--- config.mk ---
export PLATFORM = sky130hd
export DESIGN_NAME = text_console_cursor_engine
export DESIGN_NICKNAME = d
export VERILOG_FILES = /design/src/rtl/core/tcce_pkg.sv /design/src/rtl/core/tcce_modulo.sv /design/src/rtl/core/tcce_sequencer.sv /design/src/rtl/core/text_console_cursor_engine.sv
export VERILOG_INCLUDE_DIRS = /design/src /design/src/rtl/core
export SDC_FILE = /design/constraint.sdc
export NUM_CORES = 1
export LEC_CHECK = 0
export BUFFER_PORTS_ARGS = -buffer_cell sky130_fd_sc_hd__buf_2
export CAP_MARGIN = 15
export CORE_ASPECT_RATIO = 0.5
export CORE_MARGIN = 5
export CORE_UTILIZATION = 25
export CTS_CLUSTER_DIAMETER = 150
export DETAILED_ROUTE_END_ITERATION = 7
export HOLD_SLACK_MARGIN = 0.12
export PLACE_DENSITY = 0.49
export SLEW_MARGIN = 20
export SYNTH_ARGS = -nofsm -noshare
export SYNTH_HDL_FRONTEND = slang
export SYNTH_SLANG_ARGS = --single-unit
--- constraint.sdc ---
create_clock -name clk -period 10.8 [get_ports clk]
set_input_delay 0 -clock clk [delete_from_list [all_inputs] [get_ports clk]]
set_output_delay 0 -clock clk [all_outputs]
set_load 0.02 [all_outputs]
--- src/rtl/core/text_console_cursor_engine_macros.svh ---
`ifndef TEXT_CONSOLE_CURSOR_ENGINE_MACROS_SVH
`define TEXT_CONSOLE_CURSOR_ENGINE_MACROS_SVH

// same-cycle implication
`define TCCE_ASSERT_IMP(label, clk, rst_n, ante, cons) \
    label: assert property (@(posedge clk) disable iff (!rst_n) (ante) |-> (cons)) \
        else $error("tcce check failed");

// next-cycle implication
`define TCCE_ASSERT_NEXT(label, clk, rst_n, ante, cons) \
    label: assert property (@(posedge clk) disable iff (!rst_n) (ante) |=> (cons)) \
        else $error("tcce check failed");

`endif

--- src/rtl/core/tcce_pkg.sv ---
package tcce_pkg;

    localparam int COL_W       = 9;
    localparam int ROW_W       = 8;
    localparam int CODE_W      = 8;
    localparam int COLOUR_W    = 8;
    localparam int FONT_W      = 3;
    localparam int GW_W        = 4;
    localparam int GH_W        = 5;
    localparam int PC_W        = 5;
    localparam int MAX_RESULTS = 4;
    localparam int LINE_GAP    = 2;

    typedef enum logic [3:0] {
        OP_NOP,
        OP_LOAD_COL,
        OP_NEWLINE,
        OP_WRAP,
        OP_PRINT,
        OP_BS_ERASE,
        OP_BS_UP,
        OP_MOD_COL,
        OP_MOD_ROW,
        OP_MOD_WW,
        OP_STAGE_TAB,
        OP_TAB_ADV,
        OP_PUSH,
        OP_FINISH
    } op_t;

    typedef enum logic [3:0] {
        C_NEXT,
        C_ALWAYS,
        C_IDLE,
        C_CMD1,
        C_TAB,
        C_BS,
        C_NOT_NL,
        C_NO_FIT,
        C_BS_UP,
        C_AT_ORIGIN,
        C_TAB_DONE,
        C_NO_PUSH,
        C_NO_STAGE
    } cond_t;

    typedef struct packed {
        logic accept;
        logic cmd1;
        logic is_tab;
        logic is_bs;
        logic not_nl;
        logic no_fit;
        logic bs_up;
        logic at_origin;
        logic tab_done;
        logic no_push;
        logic no_stage;
    } flags_t;

    typedef struct packed {
        op_t             op;
        cond_t           cond;
        logic [PC_W-1:0] target;
        logic            ready;
    } ctrl_t;

endpackage

--- src/rtl/core/tcce_modulo.sv ---
module tcce_modulo
    import tcce_pkg::*;
#(
    parameter int WIDTH = 9
)
(
    input  logic             clk,
    input  logic             rst_n,
    input  logic             req,
    input  logic [WIDTH-1:0] dividend,
    input  logic [WIDTH-1:0] divisor,
    output logic             ack,
    output logic [WIDTH-1:0] remainder
);

    localparam int CNT_W = $clog2(WIDTH + 1);

    typedef enum logic [1:0] {
        S_IDLE,
        S_RUN,
        S_DONE
    } state_t;

    state_t           state_reg, state_next;
    logic [CNT_W-1:0] cnt_reg, cnt_next;
    logic [WIDTH-1:0] rem_reg, rem_next;
    logic [WIDTH-1:0] dvd_reg, dvd_next;
    logic [WIDTH-1:0] dvs_reg, dvs_next;
    logic [WIDTH:0]   shifted;

    assign shifted = {rem_reg, dvd_reg[WIDTH-1]};

    always_comb
    begin
        state_next = state_reg;
        cnt_next   = cnt_reg;
        rem_next   = rem_reg;
        dvd_next   = dvd_reg;
        dvs_next   = dvs_reg;
        unique case (state_reg)
            S_IDLE:
            begin
                if (req)
                begin
                    dvd_next = dividend;
                    dvs_next = divisor;
                    cnt_next = '0;
                    // zero divisor leaves the value unreduced
                    if (divisor == '0)
                    begin
                        rem_next   = dividend;
                        state_next = S_DONE;
                    end
                    else
                    begin
                        rem_next   = '0;
                        state_next = S_RUN;
                    end
                end
            end
            S_RUN:
            begin
                if (shifted >= {1'b0, dvs_reg})
                begin
                    rem_next = WIDTH'(shifted - {1'b0, dvs_reg});
                end
                else
                begin
                    rem_next = shifted[WIDTH-1:0];
                end
                dvd_next = {dvd_reg[WIDTH-2:0], 1'b0};
                cnt_next = cnt_reg + 1'b1;
                if (cnt_reg == CNT_W'(WIDTH - 1))
                begin
                    state_next = S_DONE;
                end
            end
            S_DONE:
            begin
                state_next = S_IDLE;
            end
            default:
            begin
                state_next = S_IDLE;
            end
        endcase
    end

    always_ff @(posedge clk or negedge rst_n)
    begin
        if (!rst_n)
        begin
            state_reg <= S_IDLE;
            cnt_reg   <= '0;
        end
        else
        begin
            state_reg <= state_next;
            cnt_reg   <= cnt_next;
        end
    end

    always_ff @(posedge clk)
    begin
        rem_reg <= rem_next;
        dvd_reg <= dvd_next;
        dvs_reg <= dvs_next;
    end

    assign ack       = (state_reg == S_DONE);
    assign remainder = rem_reg;

endmodule

--- src/rtl/core/tcce_sequencer.sv ---
module tcce_sequencer
    import tcce_pkg::*;
(
    input  logic   clk,
    input  logic   rst_n,
    input  flags_t flags,
    input  logic   stall,
    output ctrl_t  ctrl
);

    localparam logic [PC_W-1:0] L_IDLE   = PC_W'(0);
    localparam logic [PC_W-1:0] L_PRINT  = PC_W'(6);
    localparam logic [PC_W-1:0] L_WRAP   = PC_W'(8);
    localparam logic [PC_W-1:0] L_FINISH = PC_W'(9);
    localparam logic [PC_W-1:0] L_CMD    = PC_W'(10);
    localparam logic [PC_W-1:0] L_BS     = PC_W'(12);
    localparam logic [PC_W-1:0] L_UP     = PC_W'(15);
    localparam logic [PC_W-1:0] L_TAB    = PC_W'(17);
    localparam logic [PC_W-1:0] L_MOD    = PC_W'(20);
    localparam logic [PC_W-1:0] L_ADV    = PC_W'(24);

    logic [PC_W-1:0] pc_reg, pc_next;
    logic            take;

    function automatic ctrl_t mk(input op_t op, input cond_t cond,
                                 input logic [PC_W-1:0] target, input logic ready);
        ctrl_t w;
        w.op     = op;
        w.cond   = cond;
        w.target = target;
        w.ready  = ready;
        return w;
    endfunction

    function automatic ctrl_t rom_word(input logic [PC_W-1:0] addr);
        ctrl_t w;
        unique case (addr)
            PC_W'(0):  w = mk(OP_NOP,       C_IDLE,      L_IDLE,   1'b1);
            PC_W'(1):  w = mk(OP_NOP,       C_CMD1,      L_CMD,    1'b0);
            PC_W'(2):  w = mk(OP_NOP,       C_TAB,       L_TAB,    1'b0);
            PC_W'(3):  w = mk(OP_NOP,       C_BS,        L_BS,     1'b0);
            PC_W'(4):  w = mk(OP_NOP,       C_NOT_NL,    L_PRINT,  1'b0);
            PC_W'(5):  w = mk(OP_NEWLINE,   C_ALWAYS,    L_WRAP,   1'b0);
            PC_W'(6):  w = mk(OP_NOP,       C_NO_FIT,    L_WRAP,   1'b0);
            PC_W'(7):  w = mk(OP_PRINT,     C_NEXT,      L_IDLE,   1'b0);
            PC_W'(8):  w = mk(OP_WRAP,      C_NEXT,      L_IDLE,   1'b0);
            PC_W'(9):  w = mk(OP_FINISH,    C_ALWAYS,    L_IDLE,   1'b0);
            PC_W'(10): w = mk(OP_LOAD_COL,  C_NEXT,      L_IDLE,   1'b0);
            PC_W'(11): w = mk(OP_WRAP,      C_ALWAYS,    L_FINISH, 1'b0);
            PC_W'(12): w = mk(OP_NOP,       C_BS_UP,     L_UP,     1'b0);
            PC_W'(13): w = mk(OP_NOP,       C_AT_ORIGIN, L_WRAP,   1'b0);
            PC_W'(14): w = mk(OP_BS_ERASE,  C_ALWAYS,    L_WRAP,   1'b0);
            PC_W'(15): w = mk(OP_MOD_WW,    C_NEXT,      L_IDLE,   1'b0);
            PC_W'(16): w = mk(OP_BS_UP,     C_ALWAYS,    L_FINISH, 1'b0);
            PC_W'(17): w = mk(OP_NOP,       C_TAB_DONE,  L_WRAP,   1'b0);
            PC_W'(18): w = mk(OP_NOP,       C_NO_PUSH,   L_MOD,    1'b0);
            PC_W'(19): w = mk(OP_PUSH,      C_NEXT,      L_IDLE,   1'b0);
            PC_W'(20): w = mk(OP_MOD_COL,   C_NEXT,      L_IDLE,   1'b0);
            PC_W'(21): w = mk(OP_MOD_ROW,   C_NEXT,      L_IDLE,   1'b0);
            PC_W'(22): w = mk(OP_NOP,       C_NO_STAGE,  L_ADV,    1'b0);
            PC_W'(23): w = mk(OP_STAGE_TAB, C_NEXT,      L_IDLE,   1'b0);
            PC_W'(24): w = mk(OP_TAB_ADV,   C_NEXT,      L_IDLE,   1'b0);
            PC_W'(25): w = mk(OP_WRAP,      C_ALWAYS,    L_TAB,    1'b0);
            default:   w = mk(OP_NOP,       C_ALWAYS,    L_IDLE,   1'b0);
        endcase
        return w;
    endfunction

    assign ctrl = rom_word(pc_reg);

    always_comb
    begin
        unique case (ctrl.cond)
            C_NEXT:      take = 1'b0;
            C_ALWAYS:    take = 1'b1;
            C_IDLE:      take = !flags.accept;
            C_CMD1:      take = flags.cmd1;
            C_TAB:       take = flags.is_tab;
            C_BS:        take = flags.is_bs;
            C_NOT_NL:    take = flags.not_nl;
            C_NO_FIT:    take = flags.no_fit;
            C_BS_UP:     take = flags.bs_up;
            C_AT_ORIGIN: take = flags.at_origin;
            C_TAB_DONE:  take = flags.tab_done;
            C_NO_PUSH:   take = flags.no_push;
            C_NO_STAGE:  take = flags.no_stage;
            default:     take = 1'b1;
        endcase
    end

    always_comb
    begin
        pc_next = pc_reg;
        if (!stall)
        begin
            pc_next = take ? ctrl.target : pc_reg + 1'b1;
        end
    end

    always_ff @(posedge clk or negedge rst_n)
    begin
        if (!rst_n)
        begin
            pc_reg <= L_IDLE;
        end
        else
        begin
            pc_reg <= pc_next;
        end
    end

endmodule

--- src/rtl/core/text_console_cursor_engine.sv ---
// text console cursor engine
// s_* carries one beat per character (tuser[0] = command, 0 write character,
// 1 set cursor column after an outside rescan); m_* carries the draw results,
// one to four beats per character, tlast on the final beat of each character.
// cfg_we/cfg_index/cfg_data write the font, window, origin and colour
// registers; write them only while the block is idle.
// a small microcode program steps through each character one control word per
// cycle unless the modulo unit or a full output register stalls it; the tab
// and line-up steps use the shared 9-bit restoring modulo unit.
// s_tready is high only while the program sits at its idle step.
// results leave through an output register, so the next character is taken
// while the last beat still waits; a stall on m_tready holds the program at
// its next emit step and nothing is lost.
// reset puts the cursor at 0,0 and the registers at font 2, window 320x200,
// origin 0,0, text colour 15, background colour 0.
`include "text_console_cursor_engine_macros.svh"

module text_console_cursor_engine
    import tcce_pkg::*;
#(
    parameter int TAB_SPACES = 4
)
(
    input  logic        clk,
    input  logic        rst_n,
    input  logic        s_tvalid,
    output logic        s_tready,
    input  logic [23:0] s_tdata,   // char_code, new_column
    input  logic [0:0]  s_tuser,   // command
    output logic        m_tvalid,
    input  logic        m_tready,
    output logic [55:0] m_tdata,   // draw_x, draw_y, glyph, draw_colour, cursor_x, cursor_y
    output logic [1:0]  m_tuser,   // draw_kind
    output logic        m_tlast,
    input  logic        cfg_we,
    input  logic [2:0]  cfg_index,
    input  logic [8:0]  cfg_data
);

    localparam int TAB_CNT_W = $clog2(TAB_SPACES + 1);
    localparam int SUM_W     = COL_W + 1;
    localparam int FONT_N    = 7;

    localparam logic [GW_W-1:0] GLYPH_W [FONT_N] = '{4'd4, 4'd5, 4'd6, 4'd7, 4'd8, 4'd10, 4'd12};
    localparam logic [GH_W-1:0] GLYPH_H [FONT_N] = '{5'd6, 5'd12, 5'd8, 5'd12, 5'd12, 5'd18,
                                                     5'd16};

    localparam logic [CODE_W-1:0] CODE_BS         = 8'd8;
    localparam logic [CODE_W-1:0] CODE_TAB        = 8'd9;
    localparam logic [CODE_W-1:0] CODE_NL         = 8'd10;
    localparam logic [CODE_W-1:0] FIRST_PRINTABLE = 8'd32;
    localparam logic [CODE_W-1:0] GLYPH_SPACE     = 8'd32;

    typedef enum logic [1:0] {
        KIND_NONE,
        KIND_GLYPH,
        KIND_ERASE,
        KIND_RESCAN
    } kind_t;

    typedef enum logic [2:0] {
        REG_FONT,
        REG_WIDTH,
        REG_HEIGHT,
        REG_ORIGIN_X,
        REG_ORIGIN_Y,
        REG_TEXT,
        REG_BACK
    } cfg_reg_t;

    // configuration
    logic [FONT_W-1:0]   font_reg;
    logic [COL_W-1:0]    ww_reg;
    logic [ROW_W-1:0]    wh_reg;
    logic [COL_W-1:0]    ox_reg;
    logic [ROW_W-1:0]    oy_reg;
    logic [COLOUR_W-1:0] text_reg;
    logic [COLOUR_W-1:0] back_reg;

    // cursor and control
    logic [COL_W-1:0]     col_reg;
    logic [ROW_W-1:0]     row_reg;
    logic [TAB_CNT_W-1:0] tab_cnt_reg;
    logic                 stg_valid_reg;
    logic                 m_valid_reg;

    // payload
    logic                cmd_reg;
    logic [CODE_W-1:0]   char_reg;
    logic [COL_W-1:0]    newcol_reg;
    logic [COL_W-1:0]    x_reg;
    logic [ROW_W-1:0]    y_reg;
    logic [COL_W-1:0]    wmod_reg;
    kind_t               stg_kind_reg;
    logic [COL_W-1:0]    stg_x_reg;
    logic [ROW_W-1:0]    stg_y_reg;
    logic [CODE_W-1:0]   stg_glyph_reg;
    logic [COLOUR_W-1:0] stg_colour_reg;
    kind_t               m_kind_reg;
    logic [COL_W-1:0]    m_x_reg;
    logic [ROW_W-1:0]    m_y_reg;
    logic [CODE_W-1:0]   m_glyph_reg;
    logic [COLOUR_W-1:0] m_colour_reg;
    logic [COL_W-1:0]    m_cx_reg;
    logic [ROW_W-1:0]    m_cy_reg;
    logic                m_last_reg;

    ctrl_t  ctrl;
    flags_t flags;
    logic   stall;
    logic   accept;

    logic [FONT_W-1:0] font_eff;
    logic [GW_W-1:0]   kw;
    logic [GH_W-1:0]   kh;

    logic [SUM_W-1:0] col_kw;
    logic [SUM_W-1:0] lim_x;
    logic [SUM_W-1:0] lim_y;
    logic [SUM_W-1:0] row_2kh;
    logic [SUM_W-1:0] row_kh2;
    logic             wrap_hit;
    logic             wrap_down;
    logic             print_fit;
    logic [ROW_W-1:0] row_down;
    logic [ROW_W-1:0] row_up;
    logic [COL_W-1:0] col_adv;
    logic [COL_W-1:0] col_back;
    logic [COL_W-1:0] scan_col;

    logic             mod_req;
    logic             mod_ack;
    logic [COL_W-1:0] mod_a;
    logic [COL_W-1:0] mod_b;
    logic [COL_W-1:0] mod_rem;

    logic is_emit;
    logic out_free;
    logic emit;

    // font index wraps at seven
    assign font_eff = (font_reg == FONT_W'(FONT_N)) ? '0 : font_reg;
    assign kw       = GLYPH_W[font_eff];
    assign kh       = GLYPH_H[font_eff];

    assign col_kw    = {1'b0, col_reg} + SUM_W'(kw);
    assign lim_x     = {1'b0, ww_reg} + {1'b0, ox_reg};
    assign lim_y     = SUM_W'(wh_reg) + SUM_W'(oy_reg);
    assign row_2kh   = SUM_W'(row_reg) + SUM_W'({kh, 1'b0});
    assign row_kh2   = SUM_W'(row_reg) + SUM_W'(kh) + SUM_W'(LINE_GAP);
    assign wrap_hit  = (col_kw >= lim_x);
    assign wrap_down = (row_2kh < lim_y);
    assign print_fit = (col_kw < lim_x) && (row_kh2 < lim_y);
    assign row_down  = row_reg + ROW_W'(kh) + ROW_W'(LINE_GAP);
    assign row_up    = row_reg - ROW_W'(kh) - ROW_W'(LINE_GAP);
    assign col_adv   = col_reg + COL_W'(kw);
    assign col_back  = col_reg - COL_W'(kw);
    assign scan_col  = ww_reg - COL_W'(kw) - wmod_reg;

    assign accept   = s_tvalid && ctrl.ready;
    assign s_tready = ctrl.ready;

    assign flags.accept    = accept;
    assign flags.cmd1      = cmd_reg;
    assign flags.is_tab    = (char_reg == CODE_TAB);
    assign flags.is_bs     = (char_reg == CODE_BS);
    assign flags.not_nl    = (char_reg != CODE_NL);
    assign flags.no_fit    = !((char_reg >= FIRST_PRINTABLE) && print_fit);
    assign flags.bs_up     = (col_reg == ox_reg) && (row_reg > oy_reg);
    assign flags.at_origin = (col_reg == ox_reg);
    assign flags.tab_done  = (tab_cnt_reg == TAB_CNT_W'(TAB_SPACES));
    assign flags.no_push   = (tab_cnt_reg == '0) || (32'(tab_cnt_reg) >= MAX_RESULTS);
    assign flags.no_stage  = (32'(tab_cnt_reg) >= MAX_RESULTS);

    assign mod_req  = (ctrl.op == OP_MOD_COL) || (ctrl.op == OP_MOD_ROW) ||
                      (ctrl.op == OP_MOD_WW);
    assign is_emit  = (ctrl.op == OP_PUSH) || (ctrl.op == OP_FINISH);
    assign out_free = !m_valid_reg || m_tready;
    assign emit     = is_emit && out_free;
    assign stall    = (mod_req && !mod_ack) || (is_emit && !out_free);

    always_comb
    begin
        unique case (ctrl.op)
            OP_MOD_ROW:
            begin
                mod_a = COL_W'(row_reg);
                mod_b = COL_W'(wh_reg);
            end
            OP_MOD_WW:
            begin
                mod_a = ww_reg;
                mod_b = COL_W'(kw);
            end
            default:
            begin
                mod_a = col_reg;
                mod_b = ww_reg;
            end
        endcase
    end

    tcce_modulo #(
        .WIDTH (COL_W)
    ) u_modulo (
        .clk       (clk),
        .rst_n     (rst_n),
        .req       (mod_req),
        .dividend  (mod_a),
        .divisor   (mod_b),
        .ack       (mod_ack),
        .remainder (mod_rem)
    );

    tcce_sequencer u_sequencer (
        .clk   (clk),
        .rst_n (rst_n),
        .flags (flags),
        .stall (stall),
        .ctrl  (ctrl)
    );

    always_ff @(posedge clk or negedge rst_n)
    begin
        if (!rst_n)
        begin
            font_reg      <= 3'd2;
            ww_reg        <= 9'd320;
            wh_reg        <= 8'd200;
            ox_reg        <= '0;
            oy_reg        <= '0;
            text_reg      <= 8'd15;
            back_reg      <= '0;
            col_reg       <= '0;
            row_reg       <= '0;
            tab_cnt_reg   <= '0;
            stg_valid_reg <= 1'b0;
            m_valid_reg   <= 1'b0;
        end
        else
        begin
            if (accept)
            begin
                tab_cnt_reg <= '0;
            end

            unique case (ctrl.op)
                OP_LOAD_COL:
                begin
                    col_reg <= newcol_reg;
                end
                OP_NEWLINE:
                begin
                    row_reg <= row_down;
                    col_reg <= ox_reg;
                end
                OP_WRAP:
                begin
                    if (wrap_hit)
                    begin
                        col_reg <= ox_reg;
                        if (wrap_down)
                        begin
                            row_reg <= row_down;
                        end
                    end
                end
                OP_PRINT:
                begin
                    col_reg       <= col_adv;
                    stg_valid_reg <= 1'b1;
                end
                OP_BS_ERASE:
                begin
                    col_reg       <= col_back;
                    stg_valid_reg <= 1'b1;
                end
                OP_BS_UP:
                begin
                    col_reg       <= scan_col;
                    row_reg       <= row_up;
                    stg_valid_reg <= 1'b1;
                end
                OP_STAGE_TAB:
                begin
                    stg_valid_reg <= 1'b1;
                end
                OP_TAB_ADV:
                begin
                    col_reg     <= col_adv;
                    tab_cnt_reg <= tab_cnt_reg + 1'b1;
                end
                OP_PUSH, OP_FINISH:
                begin
                    if (emit)
                    begin
                        stg_valid_reg <= 1'b0;
                    end
                end
                default:
                begin
                end
            endcase

            if (emit)
            begin
                m_valid_reg <= 1'b1;
            end
            else if (m_tready)
            begin
                m_valid_reg <= 1'b0;
            end

            if (cfg_we)
            begin
                case (cfg_reg_t'(cfg_index))
                    REG_FONT:     font_reg <= cfg_data[FONT_W-1:0];
                    REG_WIDTH:    ww_reg   <= cfg_data[COL_W-1:0];
                    REG_HEIGHT:   wh_reg   <= cfg_data[ROW_W-1:0];
                    REG_ORIGIN_X:
                    begin
                        ox_reg  <= cfg_data[COL_W-1:0];
                        col_reg <= cfg_data[COL_W-1:0];
                    end
                    REG_ORIGIN_Y:
                    begin
                        oy_reg  <= cfg_data[ROW_W-1:0];
                        row_reg <= cfg_data[ROW_W-1:0];
                    end
                    REG_TEXT:     text_reg <= cfg_data[COLOUR_W-1:0];
                    REG_BACK:     back_reg <= cfg_data[COLOUR_W-1:0];
                    default:
                    begin
                    end
                endcase
            end
        end
    end

    always_ff @(posedge clk)
    begin
        if (accept)
        begin
            cmd_reg    <= s_tuser[0];
            char_reg   <= s_tdata[CODE_W-1:0];
            newcol_reg <= s_tdata[CODE_W+COL_W-1:CODE_W];
        end

        if (mod_ack)
        begin
            unique case (ctrl.op)
                OP_MOD_COL: x_reg    <= mod_rem;
                OP_MOD_ROW: y_reg    <= mod_rem[ROW_W-1:0];
                OP_MOD_WW:  wmod_reg <= mod_rem;
                default:
                begin
                end
            endcase
        end

        unique case (ctrl.op)
            OP_PRINT:
            begin
                stg_kind_reg   <= KIND_GLYPH;
                stg_x_reg      <= col_reg;
                stg_y_reg      <= row_reg;
                stg_glyph_reg  <= char_reg;
                stg_colour_reg <= text_reg;
            end
            OP_BS_ERASE:
            begin
                stg_kind_reg   <= KIND_ERASE;
                stg_x_reg      <= col_back;
                stg_y_reg      <= row_reg;
                stg_glyph_reg  <= '0;
                stg_colour_reg <= back_reg;
            end
            OP_BS_UP:
            begin
                stg_kind_reg   <= KIND_RESCAN;
                stg_x_reg      <= scan_col;
                stg_y_reg      <= row_up;
                stg_glyph_reg  <= '0;
                stg_colour_reg <= '0;
            end
            OP_STAGE_TAB:
            begin
                stg_kind_reg   <= KIND_GLYPH;
                stg_x_reg      <= x_reg;
                stg_y_reg      <= y_reg;
                stg_glyph_reg  <= GLYPH_SPACE;
                stg_colour_reg <= text_reg;
            end
            default:
            begin
            end
        endcase

        if (emit)
        begin
            // nothing staged means a no-draw beat
            if (stg_valid_reg)
            begin
                m_kind_reg   <= stg_kind_reg;
                m_x_reg      <= stg_x_reg;
                m_y_reg      <= stg_y_reg;
                m_glyph_reg  <= stg_glyph_reg;
                m_colour_reg <= stg_colour_reg;
            end
            else
            begin
                m_kind_reg   <= KIND_NONE;
                m_x_reg      <= '0;
                m_y_reg      <= '0;
                m_glyph_reg  <= '0;
                m_colour_reg <= '0;
            end
            m_cx_reg   <= col_reg;
            m_cy_reg   <= row_reg;
            m_last_reg <= (ctrl.op == OP_FINISH);
        end
    end

    assign m_tvalid = m_valid_reg;
    assign m_tuser  = m_kind_reg;
    assign m_tlast  = m_last_reg;
    assign m_tdata  = {6'b0, m_cy_reg, m_cx_reg, m_colour_reg, m_glyph_reg, m_y_reg, m_x_reg};

    `TCCE_ASSERT_NEXT(a_accept_leaves_idle, clk, rst_n, s_tvalid && s_tready, !s_tready)
    `TCCE_ASSERT_IMP(a_ack_in_mod_step, clk, rst_n, mod_ack, mod_req)
    `TCCE_ASSERT_IMP(a_idle_nothing_staged, clk, rst_n, s_tready, !stg_valid_reg)
    `TCCE_ASSERT_IMP(a_push_has_result, clk, rst_n, emit && (ctrl.op == OP_PUSH), stg_valid_reg)

endmodule

==> flow_summary.ini <==
[route]
wl_per_cell_um = 18.6
route.vias.total = 10700
antenna_left = 0
detail_route.first_pass.iterations = 5
drtIter0Drc = 866
drc = 0
via_per_inst = 4.69
drt-total-wl_mm = 42.3

[global_route]
use_met2_pct = 22.1
grt_usage_pct = 13.2
grt_max_degree = 61
antenna_found_initial = 0
grt-busiest-layer = met2
overflow = 0
met1_usage_pct = 18.0
met3_usage_pct = 2.29
grt_pass1_wl_mm = 64.8
grt_pass1_vias = 10600

[cts]
hold_buffers = 38
postCtsSetupBuffers = 0
path_clk_slew_ps = 60
htreeDepth = 1
clk_latency_ps = 550
cts_resized = 0
cts_tree = done
cts_made_buffers = 27
root_buffer = clkbuf_16
cts_max_path_buffers = 3
cts_num_sinks = 245

[sta]
fmax_ghz = 0.188
finalCritPeriodShare_pct = 49.4
setup_viol = 0
rsz0062_at_grt = false
skew_ps = 16.1
tns_ps = 0
slew_headroom_pct = 29.3
drv_slew = 0
hold_viol_final = 0
tightest_slew_ps = 1060
period_needed_ps = 5330

[final_layout]
fillers = 5987
nets = 1652
drive_gt1_share_pct = 14.5
syn_to_final_growth_pct = 16.9
stdcell_count = 2276
diodes = 0
layout_common_cells = nand2_1 (164), edfxtp_1 (159), ha_1 (111), buf_2 (88)
mostFrequentLayoutCell = nand2_1

[placed_design]
portBuffers = 89
hpwl_mm = 31.2
dpl.cell_count = 2189
gp_congestion = 0.856

[synth]
syn-mean-instance-area_um2 = 10.5
synth_edf_count = 159
synthSimpleGateAreaFrac_pct = 14.7
ys_top_cells_by_area = edfxtp_1 (33%), dfrtp_1 (13%), ha_1 (9.5%)
synth.distinct_cells = 85
ys.flop_type = edfxtp_1
yosysTopAreaCell = edfxtp_1
synth_cells = 1382
synth_top_family_by_area = simple AND/OR/NAND/NOR gates
synthArstFlopShare_pct = 35.1
yosysTopAreaCellShare_pct = 32.8
syn_area_um2 = 14600
ys_seq_area_share_pct = 47.7
synth_mux_area_share_pct = 3.39
synth_fa_ha_area_share_pct = 11.2
ys.warnings.count = 0
synth_compound_gate_area_share_pct = 14.5
synth_seq_cells = 245
synth-xor-area-share_pct = 3.97

[critical_path]
critPathKind = reg -> reg
worstSetupStartpoint = font_reg[2]
cp.arrival_ps = 5800
required_ps = 11270
cp-end-kind = flop
start_kind = flop
crit-reg2reg-launch = font_reg[2]
crit_path_max_fanout = 10

[floorplan]
die_w_um = 351
num_rows = 62
dieArea_um2 = 63500
die_h_um = 181
coreArea_um2 = 57500
num_io_pins = 103
initial_core_util_pct = 25.3

[min_path]
worstHoldStart = s_tdata[8]
hold_class = in -> reg

[pwr]
power.density_nw_per_um2 = 339
power_mw = 5.78
p_leak_nw = 6.91
ir_worst_vdd_uv = 210

[status]
outcome = finished clean

[job]
maxCapViolCount = 0
==> final timing paths <==
path	cells past startpoint	slack, ps	end
worst max-delay path	19	5470	row_reg[1]
worst min-delay path	2	160	newcol_reg[0]
worst max register to register	19	5470	row_reg[1]
worst min register to register	1	510	back_reg[3]
max in group asynchronous	4	9350	stg_valid_reg
min in group asynchronous	3	560	ww_reg[8]
==> layer usage <==
layer	vias to the layer above	share of wire, %	wire length (um)
li1	5193	-	-
met1	5225	46	19700
met2	207	47	19900
met3	51	4.4	1870
met4	0	2.0	858
met5	-	0	0
==> worst max-delay path, cell delays in order, from the launching register on <==
cell,delay (ps)
dfrtp_1,540
nor2b_1,390
nand2_1,110
o21ai_0,90
buf_4,190
ha_1,250
a21o_1,180
a21oi_1,240
o21bai_1,170
nand2_1,140
xnor2_1,160
ha_1,280
and3_1,190
a221o_1,310
a221o_1,460
nor2_1,340
nor4b_2,100
a31oi_1,680
a221oi_1,240
o21ai_0,190
==> Yosys cell counts (5+ instances only) <==
library cell	instances
a21o_1	20
and3_1	10
o211ai_1	11
edfxtp_1	159
o21ai_0	82
or2_2	5
xor2_1	24
o21a_1	7
o21bai_1	11
a31oi_1	23
xnor2_1	42
fa_1	11
ha_1	111
and2_1	52
nor2b_1	16
nand2b_1	11
nand3b_1	5
a22oi_1	11
dfrtp_1	76
nor3_1	10
a221oi_1	9
nand4_1	11
mux2i_1	11
a221o_1	10
nor2_1	85
nand2_1	164
mux2_2	32
buf_4	10
a21oi_1	72
nand3_1	33
inv_1	83
clkbuf_1	36
a211oi_1	5
buf_6	5
o2111ai_1	5
dfstp_2	10
nor4_1	6
nor3b_1	5
buf_2	14
==> power breakdown <==
group | leakage, nW | switching (mW) | internal [mW]
Clock | 0.421 | 0.391 | 0.532
Combinational | 3.98 | 1.89 | 1.15
Sequential | 2.51 | 0.324 | 1.49
Total | 6.91 | 2.61 | 3.17
==> final cells by class <==
class / count / area, um2 / area share (%)
Multi-Input combinational cell: 991 / 7010 / 41.2
Sequential cell: 245 / 6940 / 40.8
Tap cell: 768 / 961 / 5.64
Timing Repair Buffer: 140 / 936 / 5.50
Clock buffer: 32 / 694 / 4.08
Inverter: 83 / 312 / 1.83
Clock inverter: 17 / 173 / 1.01
==> cell families after synthesis <==
family	Yosys count
flops	245
other cells	1
mux	44
xor+xnor	66
simple gates	436
buf+inv	151
compound gates	315
fa+ha+maj	124
==> through the flow <==
stage / hold WS (ps) / instance area (um2) / worst slack (ps) / util [%]
floorplan: -296 / 14600 / 6290 / -
global placement: -14.0 / 15800 / 5530 / 27.4
detailed placement: -6.25 / 15800 / 5520 / 27.4
CTS: 122 / 17000 / 5500 / 29.6
global route: 146 / 17000 / 5120 / 29.6
finish: 160 / 17000 / 5470 / 29.6
Power figures use the tool's default switching activity.
